$ cat src/pacl_pkg.sv
// ----------------------------------------------------------------------------
// pacl_pkg
// Shared types and constants of the per-address connection limiter.
// ----------------------------------------------------------------------------
package pacl_pkg;

    localparam int TABLE_ENTRIES_DEFAULT = 64;
    localparam int COUNT_BITS_DEFAULT    = 8;

    localparam int          MAX_BITS      = 8;
    localparam int          ADDRESS_BITS  = 32;
    localparam int          LIVE_BITS     = 8;
    localparam logic [7:0]  MAX_RESET     = 8'd2;

    // result status codes
    typedef enum logic [1:0] {
        ST_OK         = 2'd0,
        ST_OVER_LIMIT = 2'd1,
        ST_TABLE_FULL = 2'd2,
        ST_UNKNOWN    = 2'd3
    } status_t;

    // request kinds
    typedef enum logic {
        REQ_CONNECT    = 1'b0,
        REQ_DISCONNECT = 1'b1
    } req_t;

    // controller states
    typedef enum logic [1:0] {
        S_CLEAR,
        S_IDLE,
        S_SCAN,
        S_RESOLVE
    } state_t;

endpackage

$ cat src/per_address_connection_limiter_unit.sv
// ----------------------------------------------------------------------------
// per_address_connection_limiter_unit
// Live connection count per IPv4 source address with a configurable limit.
// ----------------------------------------------------------------------------
// Operation: after the accept cycle the table is scanned until the address
//   is found or the last slot is read; then done pulses with the result.
// One beat at a time; the table is scanned one slot per cycle
//   through the single read port.
// Reset: a clearing pass over every slot runs with busy high;
//   max_per_address resets to 2. Results cannot be stalled by the receiver.
module per_address_connection_limiter_unit #(
    parameter int TABLE_ENTRIES = pacl_pkg::TABLE_ENTRIES_DEFAULT,
    parameter int COUNT_BITS    = pacl_pkg::COUNT_BITS_DEFAULT
) (
    input  logic                              clk,
    input  logic                              rst_n,
    input  logic                              start,
    output logic                              busy,
    input  logic                              req_type,
    input  logic [pacl_pkg::ADDRESS_BITS-1:0] source_address,
    output logic                              done,
    output logic                              allowed,
    output logic [1:0]                        status,
    output logic [pacl_pkg::LIVE_BITS-1:0]    live_count,
    input  logic                              cfg_valid,
    output logic                              cfg_ready,
    input  logic [pacl_pkg::MAX_BITS-1:0]     cfg_data
);

    localparam int IDX_BITS = (TABLE_ENTRIES > 1) ? $clog2(TABLE_ENTRIES) : 1;

    logic [pacl_pkg::MAX_BITS-1:0]     max_reg;
    logic                              wr_en;
    logic [IDX_BITS-1:0]               wr_addr;
    logic                              wr_valid;
    logic [pacl_pkg::ADDRESS_BITS-1:0] wr_key;
    logic [COUNT_BITS-1:0]             wr_count;
    logic                              rd_en;
    logic [IDX_BITS-1:0]               rd_addr;
    logic                              rd_valid;
    logic [pacl_pkg::ADDRESS_BITS-1:0] rd_key;
    logic [COUNT_BITS-1:0]             rd_count;

    assign cfg_ready = 1'b1;

    always_ff @(posedge clk or negedge rst_n)
    begin
        if (!rst_n)
            max_reg <= pacl_pkg::MAX_RESET;
        else if (cfg_valid && cfg_ready)
            max_reg <= cfg_data;
    end

    pacl_ctrl #(
        .TABLE_ENTRIES (TABLE_ENTRIES),
        .COUNT_BITS    (COUNT_BITS),
        .IDX_BITS      (IDX_BITS)
    ) u_ctrl (
        .clk             (clk),
        .rst_n           (rst_n),
        .start           (start),
        .busy            (busy),
        .req_type        (req_type),
        .source_address  (source_address),
        .max_per_address (max_reg),
        .done            (done),
        .allowed         (allowed),
        .status          (status),
        .live_count      (live_count),
        .wr_en           (wr_en),
        .wr_addr         (wr_addr),
        .wr_valid        (wr_valid),
        .wr_key          (wr_key),
        .wr_count        (wr_count),
        .rd_en           (rd_en),
        .rd_addr         (rd_addr),
        .rd_valid        (rd_valid),
        .rd_key          (rd_key),
        .rd_count        (rd_count)
    );

    pacl_table #(
        .TABLE_ENTRIES (TABLE_ENTRIES),
        .COUNT_BITS    (COUNT_BITS),
        .IDX_BITS      (IDX_BITS)
    ) u_table (
        .clk      (clk),
        .wr_en    (wr_en),
        .wr_addr  (wr_addr),
        .wr_valid (wr_valid),
        .wr_key   (wr_key),
        .wr_count (wr_count),
        .rd_en    (rd_en),
        .rd_addr  (rd_addr),
        .rd_valid (rd_valid),
        .rd_key   (rd_key),
        .rd_count (rd_count)
    );

endmodule

$ cat src/pacl_table.sv
// ----------------------------------------------------------------------------
// pacl_table
// Address table memory: valid flag, source address and live count per slot,
// one write port and one registered read port.
// ----------------------------------------------------------------------------
module pacl_table #(
    parameter int TABLE_ENTRIES = pacl_pkg::TABLE_ENTRIES_DEFAULT,
    parameter int COUNT_BITS    = pacl_pkg::COUNT_BITS_DEFAULT,
    parameter int IDX_BITS      = (TABLE_ENTRIES > 1) ? $clog2(TABLE_ENTRIES) : 1
) (
    input  logic                              clk,
    input  logic                              wr_en,
    input  logic [IDX_BITS-1:0]               wr_addr,
    input  logic                              wr_valid,
    input  logic [pacl_pkg::ADDRESS_BITS-1:0] wr_key,
    input  logic [COUNT_BITS-1:0]             wr_count,
    input  logic                              rd_en,
    input  logic [IDX_BITS-1:0]               rd_addr,
    output logic                              rd_valid,
    output logic [pacl_pkg::ADDRESS_BITS-1:0] rd_key,
    output logic [COUNT_BITS-1:0]             rd_count
);

    logic                              mem_valid [TABLE_ENTRIES];
    logic [pacl_pkg::ADDRESS_BITS-1:0] mem_key   [TABLE_ENTRIES];
    logic [COUNT_BITS-1:0]             mem_count [TABLE_ENTRIES];

    always_ff @(posedge clk)
    begin
        if (wr_en)
        begin
            mem_valid[wr_addr] <= wr_valid;
            mem_key[wr_addr]   <= wr_key;
            mem_count[wr_addr] <= wr_count;
        end
    end

    always_ff @(posedge clk)
    begin
        if (rd_en)
        begin
            rd_valid <= mem_valid[rd_addr];
            rd_key   <= mem_key[rd_addr];
            rd_count <= mem_count[rd_addr];
        end
    end

endmodule

$ cat src/pacl_ctrl.sv
// ----------------------------------------------------------------------------
// pacl_ctrl
// Sequencer: clears the table after reset, scans it slot by slot for the
// request's address and a free slot, then decides; an admit writes it back.
// ----------------------------------------------------------------------------
module pacl_ctrl #(
    parameter int TABLE_ENTRIES = pacl_pkg::TABLE_ENTRIES_DEFAULT,
    parameter int COUNT_BITS    = pacl_pkg::COUNT_BITS_DEFAULT,
    parameter int IDX_BITS      = (TABLE_ENTRIES > 1) ? $clog2(TABLE_ENTRIES) : 1
) (
    input  logic                              clk,
    input  logic                              rst_n,
    input  logic                              start,
    output logic                              busy,
    input  logic                              req_type,
    input  logic [pacl_pkg::ADDRESS_BITS-1:0] source_address,
    input  logic [pacl_pkg::MAX_BITS-1:0]     max_per_address,
    output logic                              done,
    output logic                              allowed,
    output logic [1:0]                        status,
    output logic [pacl_pkg::LIVE_BITS-1:0]    live_count,
    output logic                              wr_en,
    output logic [IDX_BITS-1:0]               wr_addr,
    output logic                              wr_valid,
    output logic [pacl_pkg::ADDRESS_BITS-1:0] wr_key,
    output logic [COUNT_BITS-1:0]             wr_count,
    output logic                              rd_en,
    output logic [IDX_BITS-1:0]               rd_addr,
    input  logic                              rd_valid,
    input  logic [pacl_pkg::ADDRESS_BITS-1:0] rd_key,
    input  logic [COUNT_BITS-1:0]             rd_count
);

    localparam int CMP_BITS = (COUNT_BITS > pacl_pkg::MAX_BITS) ? COUNT_BITS
                                                                 : pacl_pkg::MAX_BITS;
    localparam logic [IDX_BITS-1:0] LAST_IDX = IDX_BITS'(TABLE_ENTRIES - 1);

    pacl_pkg::state_t                  state_reg, state_next;
    logic [IDX_BITS-1:0]               idx_reg, idx_next;
    logic                              req_reg, req_next;
    logic [pacl_pkg::ADDRESS_BITS-1:0] addr_reg, addr_next;
    logic                              match_reg, match_next;
    logic                              free_reg, free_next;
    logic [IDX_BITS-1:0]               slot_reg, slot_next;
    logic [COUNT_BITS-1:0]             count_reg, count_next;
    logic                              done_reg, done_next;
    logic                              allowed_reg, allowed_next;
    pacl_pkg::status_t                 status_reg, status_next;
    logic [pacl_pkg::LIVE_BITS-1:0]    live_reg, live_next;

    logic                              hit;
    logic [COUNT_BITS-1:0]             new_count;
    logic [CMP_BITS-1:0]               count_cmp;
    logic [CMP_BITS-1:0]               max_cmp;

    assign hit       = rd_valid && (rd_key == addr_reg);
    assign count_cmp = CMP_BITS'(count_reg);
    assign max_cmp   = CMP_BITS'(max_per_address);

    always_ff @(posedge clk or negedge rst_n)
    begin
        if (!rst_n)
        begin
            state_reg <= pacl_pkg::S_CLEAR;
            idx_reg   <= '0;
            match_reg <= 1'b0;
            free_reg  <= 1'b0;
            done_reg  <= 1'b0;
        end
        else
        begin
            state_reg <= state_next;
            idx_reg   <= idx_next;
            match_reg <= match_next;
            free_reg  <= free_next;
            done_reg  <= done_next;
        end
    end

    always_ff @(posedge clk)
    begin
        req_reg     <= req_next;
        addr_reg    <= addr_next;
        slot_reg    <= slot_next;
        count_reg   <= count_next;
        allowed_reg <= allowed_next;
        status_reg  <= status_next;
        live_reg    <= live_next;
    end

    always_comb
    begin
        state_next   = state_reg;
        idx_next     = idx_reg;
        req_next     = req_reg;
        addr_next    = addr_reg;
        match_next   = match_reg;
        free_next    = free_reg;
        slot_next    = slot_reg;
        count_next   = count_reg;
        done_next    = 1'b0;
        allowed_next = allowed_reg;
        status_next  = status_reg;
        live_next    = live_reg;
        new_count    = count_reg;
        wr_en        = 1'b0;
        wr_addr      = idx_reg;
        wr_valid     = 1'b0;
        wr_key       = addr_reg;
        wr_count     = '0;
        rd_en        = 1'b0;
        rd_addr      = '0;

        unique case (state_reg)
            pacl_pkg::S_CLEAR:
            begin
                wr_en    = 1'b1;
                idx_next = idx_reg + 1'b1;
                if (idx_reg == LAST_IDX)
                begin
                    idx_next   = '0;
                    state_next = pacl_pkg::S_IDLE;
                end
            end

            pacl_pkg::S_IDLE:
            begin
                if (start)
                begin
                    // fetch slot 0 in the accept cycle
                    rd_en      = 1'b1;
                    rd_addr    = '0;
                    idx_next   = '0;
                    req_next   = req_type;
                    addr_next  = source_address;
                    match_next = 1'b0;
                    free_next  = 1'b0;
                    state_next = pacl_pkg::S_SCAN;
                end
            end

            pacl_pkg::S_SCAN:
            begin
                // read data belongs to idx_reg; prefetch the next slot
                rd_en   = (idx_reg != LAST_IDX);
                rd_addr = idx_reg + 1'b1;
                if (hit)
                begin
                    match_next = 1'b1;
                    slot_next  = idx_reg;
                    count_next = rd_count;
                    state_next = pacl_pkg::S_RESOLVE;
                end
                else
                begin
                    if (!rd_valid && !free_reg)
                    begin
                        free_next = 1'b1;
                        slot_next = idx_reg;
                    end
                    if (idx_reg == LAST_IDX)
                        state_next = pacl_pkg::S_RESOLVE;
                    else
                        idx_next = idx_reg + 1'b1;
                end
            end

            pacl_pkg::S_RESOLVE:
            begin
                done_next    = 1'b1;
                allowed_next = 1'b0;
                status_next  = pacl_pkg::ST_OK;
                live_next    = '0;
                wr_addr      = slot_reg;
                state_next   = pacl_pkg::S_IDLE;
                if (req_reg == pacl_pkg::REQ_CONNECT)
                begin
                    if (match_reg)
                    begin
                        if ((count_cmp < max_cmp) && (count_reg != {COUNT_BITS{1'b1}}))
                        begin
                            new_count    = count_reg + 1'b1;
                            wr_en        = 1'b1;
                            wr_valid     = 1'b1;
                            wr_count     = new_count;
                            allowed_next = 1'b1;
                        end
                        else
                        begin
                            status_next = pacl_pkg::ST_OVER_LIMIT;
                        end
                        live_next = pacl_pkg::LIVE_BITS'(CMP_BITS'(new_count));
                    end
                    else if (max_per_address == '0)
                    begin
                        status_next = pacl_pkg::ST_OVER_LIMIT;
                    end
                    else if (free_reg)
                    begin
                        // insert the new address with one connection
                        wr_en        = 1'b1;
                        wr_valid     = 1'b1;
                        wr_count     = COUNT_BITS'(1);
                        allowed_next = 1'b1;
                        live_next    = pacl_pkg::LIVE_BITS'(1);
                    end
                    else
                    begin
                        status_next = pacl_pkg::ST_TABLE_FULL;
                    end
                end
                else
                begin
                    if (match_reg)
                    begin
                        if (count_reg != '0)
                            new_count = count_reg - 1'b1;
                        // free the slot when the last connection goes
                        wr_en        = 1'b1;
                        wr_valid     = (new_count != '0);
                        wr_count     = new_count;
                        allowed_next = 1'b1;
                        live_next    = pacl_pkg::LIVE_BITS'(CMP_BITS'(new_count));
                    end
                    else
                    begin
                        status_next = pacl_pkg::ST_UNKNOWN;
                    end
                end
            end

            default:
            begin
                state_next = pacl_pkg::S_CLEAR;
            end
        endcase
    end

    assign busy       = (state_reg != pacl_pkg::S_IDLE);
    assign done       = done_reg;
    assign allowed    = allowed_reg;
    assign status     = status_reg;
    assign live_count = live_reg;

`ifndef NO_ASSERTIONS
    a_done_after_resolve: assert property (@(posedge clk) disable iff (!rst_n)
        done |-> $past(state_reg == pacl_pkg::S_RESOLVE))
        else $error("result strobe without a resolve cycle");

    a_write_only_clear_or_resolve: assert property (@(posedge clk) disable iff (!rst_n)
        wr_en |-> (state_reg == pacl_pkg::S_CLEAR || state_reg == pacl_pkg::S_RESOLVE))
        else $error("table write outside clear or resolve");

    a_allowed_is_ok: assert property (@(posedge clk) disable iff (!rst_n)
        (done && allowed) |-> (status == pacl_pkg::ST_OK))
        else $error("admitted beat with a failure status");

    a_no_read_write_overlap: assert property (@(posedge clk) disable iff (!rst_n)
        wr_en |-> !rd_en)
        else $error("table read and write in the same cycle");
`endif

endmodule
$ cat config.mk
export PLATFORM = sky130hd
export DESIGN_NAME = per_address_connection_limiter_unit
export DESIGN_NICKNAME = d
export VERILOG_FILES = /design/src/pacl_pkg.sv /design/src/per_address_connection_limiter_unit.sv /design/src/pacl_table.sv /design/src/pacl_ctrl.sv
export SDC_FILE = /design/constraint.sdc
export NUM_CORES = 2
export LEC_CHECK = 0
export BUFFER_PORTS_ARGS = -buffer_cell sky130_fd_sc_hd__clkbuf_2
export CELL_PAD_IN_SITES_DETAIL_PLACEMENT = 1
export CELL_PAD_IN_SITES_GLOBAL_PLACEMENT = 1
export CORE_ASPECT_RATIO = 0.75
export CORE_UTILIZATION = 55
export DETAILED_ROUTE_END_ITERATION = 8
export PLACE_DENSITY_LB_ADDON = 0.1
export SYNTH_ARGS = -nofsm -noshare
export SYNTH_HDL_FRONTEND = slang
export SYNTH_SLANG_ARGS = --single-unit
$ cat constraint.sdc
create_clock -name clk -period 9.8 [get_ports clk]
set_clock_uncertainty 0.05 [all_clocks]
set_input_delay 1.47 -clock clk [delete_from_list [all_inputs] [get_ports clk]]
set_output_delay 1.47 -clock clk [all_outputs]
set_load 0.005 [all_outputs]
==> impl_metrics.ini <==
[run_status]
outcome = finished clean

[clock_network]
cts_setup_buffers = 0
cts_resized = 0
clkTransAtPathRegs_ns = 0.07
cts_buffers = 275
clock-sinks = 2742
htree_levels = 5
tritoncts = yes
clk_path_buf_depth = 4
clock-root-buffer = clkbuf_16
insertion_delay_ns = 0.85
postCtsHoldBufs = 0

[finish]
largestRegisters = u_table.mem_key: 2048 flops, u_table.mem_count: 512 flops, u_table.mem_valid: 64 flops
layout-drive-gt1-share_pct = 20.2
top_register = u_table.mem_key
fin_nets = 5733
largest_reg_flops = 2048
nFillCells = 16100
area_delta_synth_final_pct = 11.7
finalInstanceArea_um2 = 121000

[die]
fp.coreArea_um2 = 195000
die_height_um = 386
die-area_um2 = 199000
io-pin-count = 59
rows = 140
start_util_pct = 55.6
die_width_um = 514

[routing]
num_vias = 57800
antenna_left = 0
via_per_inst = 6.80
routed_wl_um = 312000
firstDrtPassIters = 5
routedWlPerCell_um = 36.7
drc = 0
drt_iter0_markers = 7785

[global_route]
antenna_found_initial = 10
track_usage_pct = 31.5
gr-total-overflow = 0
grt_pass1_wl_um = 440000
grt_max_degree = 141
grt_pass1_vias = 59000

[synth]
synth-async-reset-ratio_pct = 0.693
yosysUniqueCellTypes = 76
synthCells = 5524
ys_seq_area_share_pct = 76.0
synthTopCellsByArea = edfxtp_1 (76%), mux4_2 (10%), mux2i_1 (2.7%)
synth.ff_latch_count = 2742
synth_top_area_share_pct = 75.6
synth_flop_cell = edfxtp_1
synth_area_per_cell_um2 = 19.6
synth-edff-count = 2723
synth_area_leader_cell = edfxtp_1
synth_nets = 5586
netlist_area_um2 = 108000
yosys_warnings = 0

[timing]
slew_headroom_pct = 11.2
setup_tns_ns = 0
finalSetupViolCount = 0
fin_crit_sh_pct = 52.7
max_freq_mhz = 193
fin_hold_ws_ns = 0.378
tightest_slew_ns = 1.32
finalCriticalPeriod_ns = 5.17
slew_violations = 0
hold_violations = 0
rsz0062_at_grt = no

[place]
placed_area_um2 = 113000
hpwl_um = 163000
gp_congestion = 0.803
io_buffer_count = 57

[power_and_ir_drop]
ir_worst_vdd_v = 0.000286
leakagePower_nw = 38.1
powerDensity_nw_per_um2 = 249

[worst_setup_path]
crit_arrival_ns = 5.83
critPathRequiredTime_ns = 10.46
crit_path_start_kind = register
critPathMaxFanout = 42
endpoint_kind = register
criticalPathCategory = reg2reg

[min_path]
hold_path.class = reg2reg

[flow_run]
cap_viol_max_count = 0
==> metrics by stage <==
step	cells	util [%]	worst slack (ns)	power, mW
after floorplan	5524	-	4.07	18.1
after global placement	8021	57.8	4.64	20.1
after detailed placement	8021	57.8	4.64	20.3
after CTS	8492	62.0	4.65	30.2
after global routing	8494	62.0	4.52	30.8
final	8497	62.0	4.63	30.0
==> cells in the final DEF, fill, tap and decap left out, types with 82 or more instances in the layout <==
master and instances:
and2_1 83, and3_1 90, buf_4 166, clkbuf_16 283, edfxtp_1 2723, inv_1 106
mux2i_1 295, mux4_2 488, nand2_1 196, nand3b_1 82, o21ai_0 100, o22ai_1 84
==> final cells by class <==
cell class / instances / area (µm²) / share of cell area, %
Antenna cell: 5 / 12.5 / 0.0104
Clock buffer: 346 / 7330 / 6.06
Tap cell: 2627 / 3290 / 2.72
Clock inverter: 125 / 947 / 0.784
Timing Repair Buffer: 235 / 1770 / 1.47
Multi-Input combinational cell: 2307 / 24800 / 20.5
Inverter: 110 / 423 / 0.350
Sequential cell: 2742 / 82200 / 68.1
==> cell usage after synthesis, drive strengths merged, types with 82 or more instances <==
library cell	count
clkbuf	182
mux2i	296
and3	90
nand3b	82
a21oi	130
buf	183
o21ai	101
and2	88
nand2	202
edfxtp	2723
inv	108
mux4	488
o22ai	84
==> worst paths after layout <==
path                       cells past startpoint                 from  slack, ns             endpoint
max                                            8    u_ctrl.idx_reg[0]       4.63    u_table.rd_key[5]
min                                            0  u_table.rd_count[1]       0.38  u_ctrl.count_cmp[1]
max reg2reg                                    8    u_ctrl.idx_reg[0]       4.63    u_table.rd_key[5]
min reg2reg                                    0  u_table.rd_count[1]       0.38  u_ctrl.count_cmp[1]
max in group asynchronous                      1                rst_n       8.74    u_ctrl.idx_reg[0]
min in group asynchronous                      1                rst_n       0.57           max_reg[7]
==> cell families (layout without fill, tap and decap cells) <==
family,count (synthesis),after routing,synth area share [%]
other,1,6,0.00347
muxes,790,790,13.0
DFF,2742,2742,76.0
buffers and inverters,475,816,1.93
AOI/OAI and AO/OA,783,783,5.07
and+or+nand+nor,677,677,3.50
xor gates and xnor gates,39,39,0.340
adders and majority gates,17,17,0.197
==> worst max-delay path: stages, from the launching register on <==
cell,delay [ns]
dfrtp_4,0.64
ha_1,0.42
and2_2,0.41
buf_4,0.42
nand2_4,0.73
buf_4,0.79
o22ai_1,0.19
a311oi_1,1.04
or4_1,0.25
==> routing by layer <==
| metal | vias up | track usage [%] | wire, µm |
|---|---|---|---|
| li1 | 23100 | - | - |
| met1 | 31300 | 46.1 | 131000 |
| met2 | 2854 | 49.2 | 146000 |
| met3 | 495 | 4.79 | 24800 |
| met4 | 2 | 10.8 | 10900 |
| met5 | - | 0 | 15 |
==> where the power goes <==
part           internal [mW]  switching, mW
combinational           2.24           4.08
sequential              13.6          0.164
clock                   5.63           4.36
total                   21.4           8.61
Power figures use the tool's default switching activity.
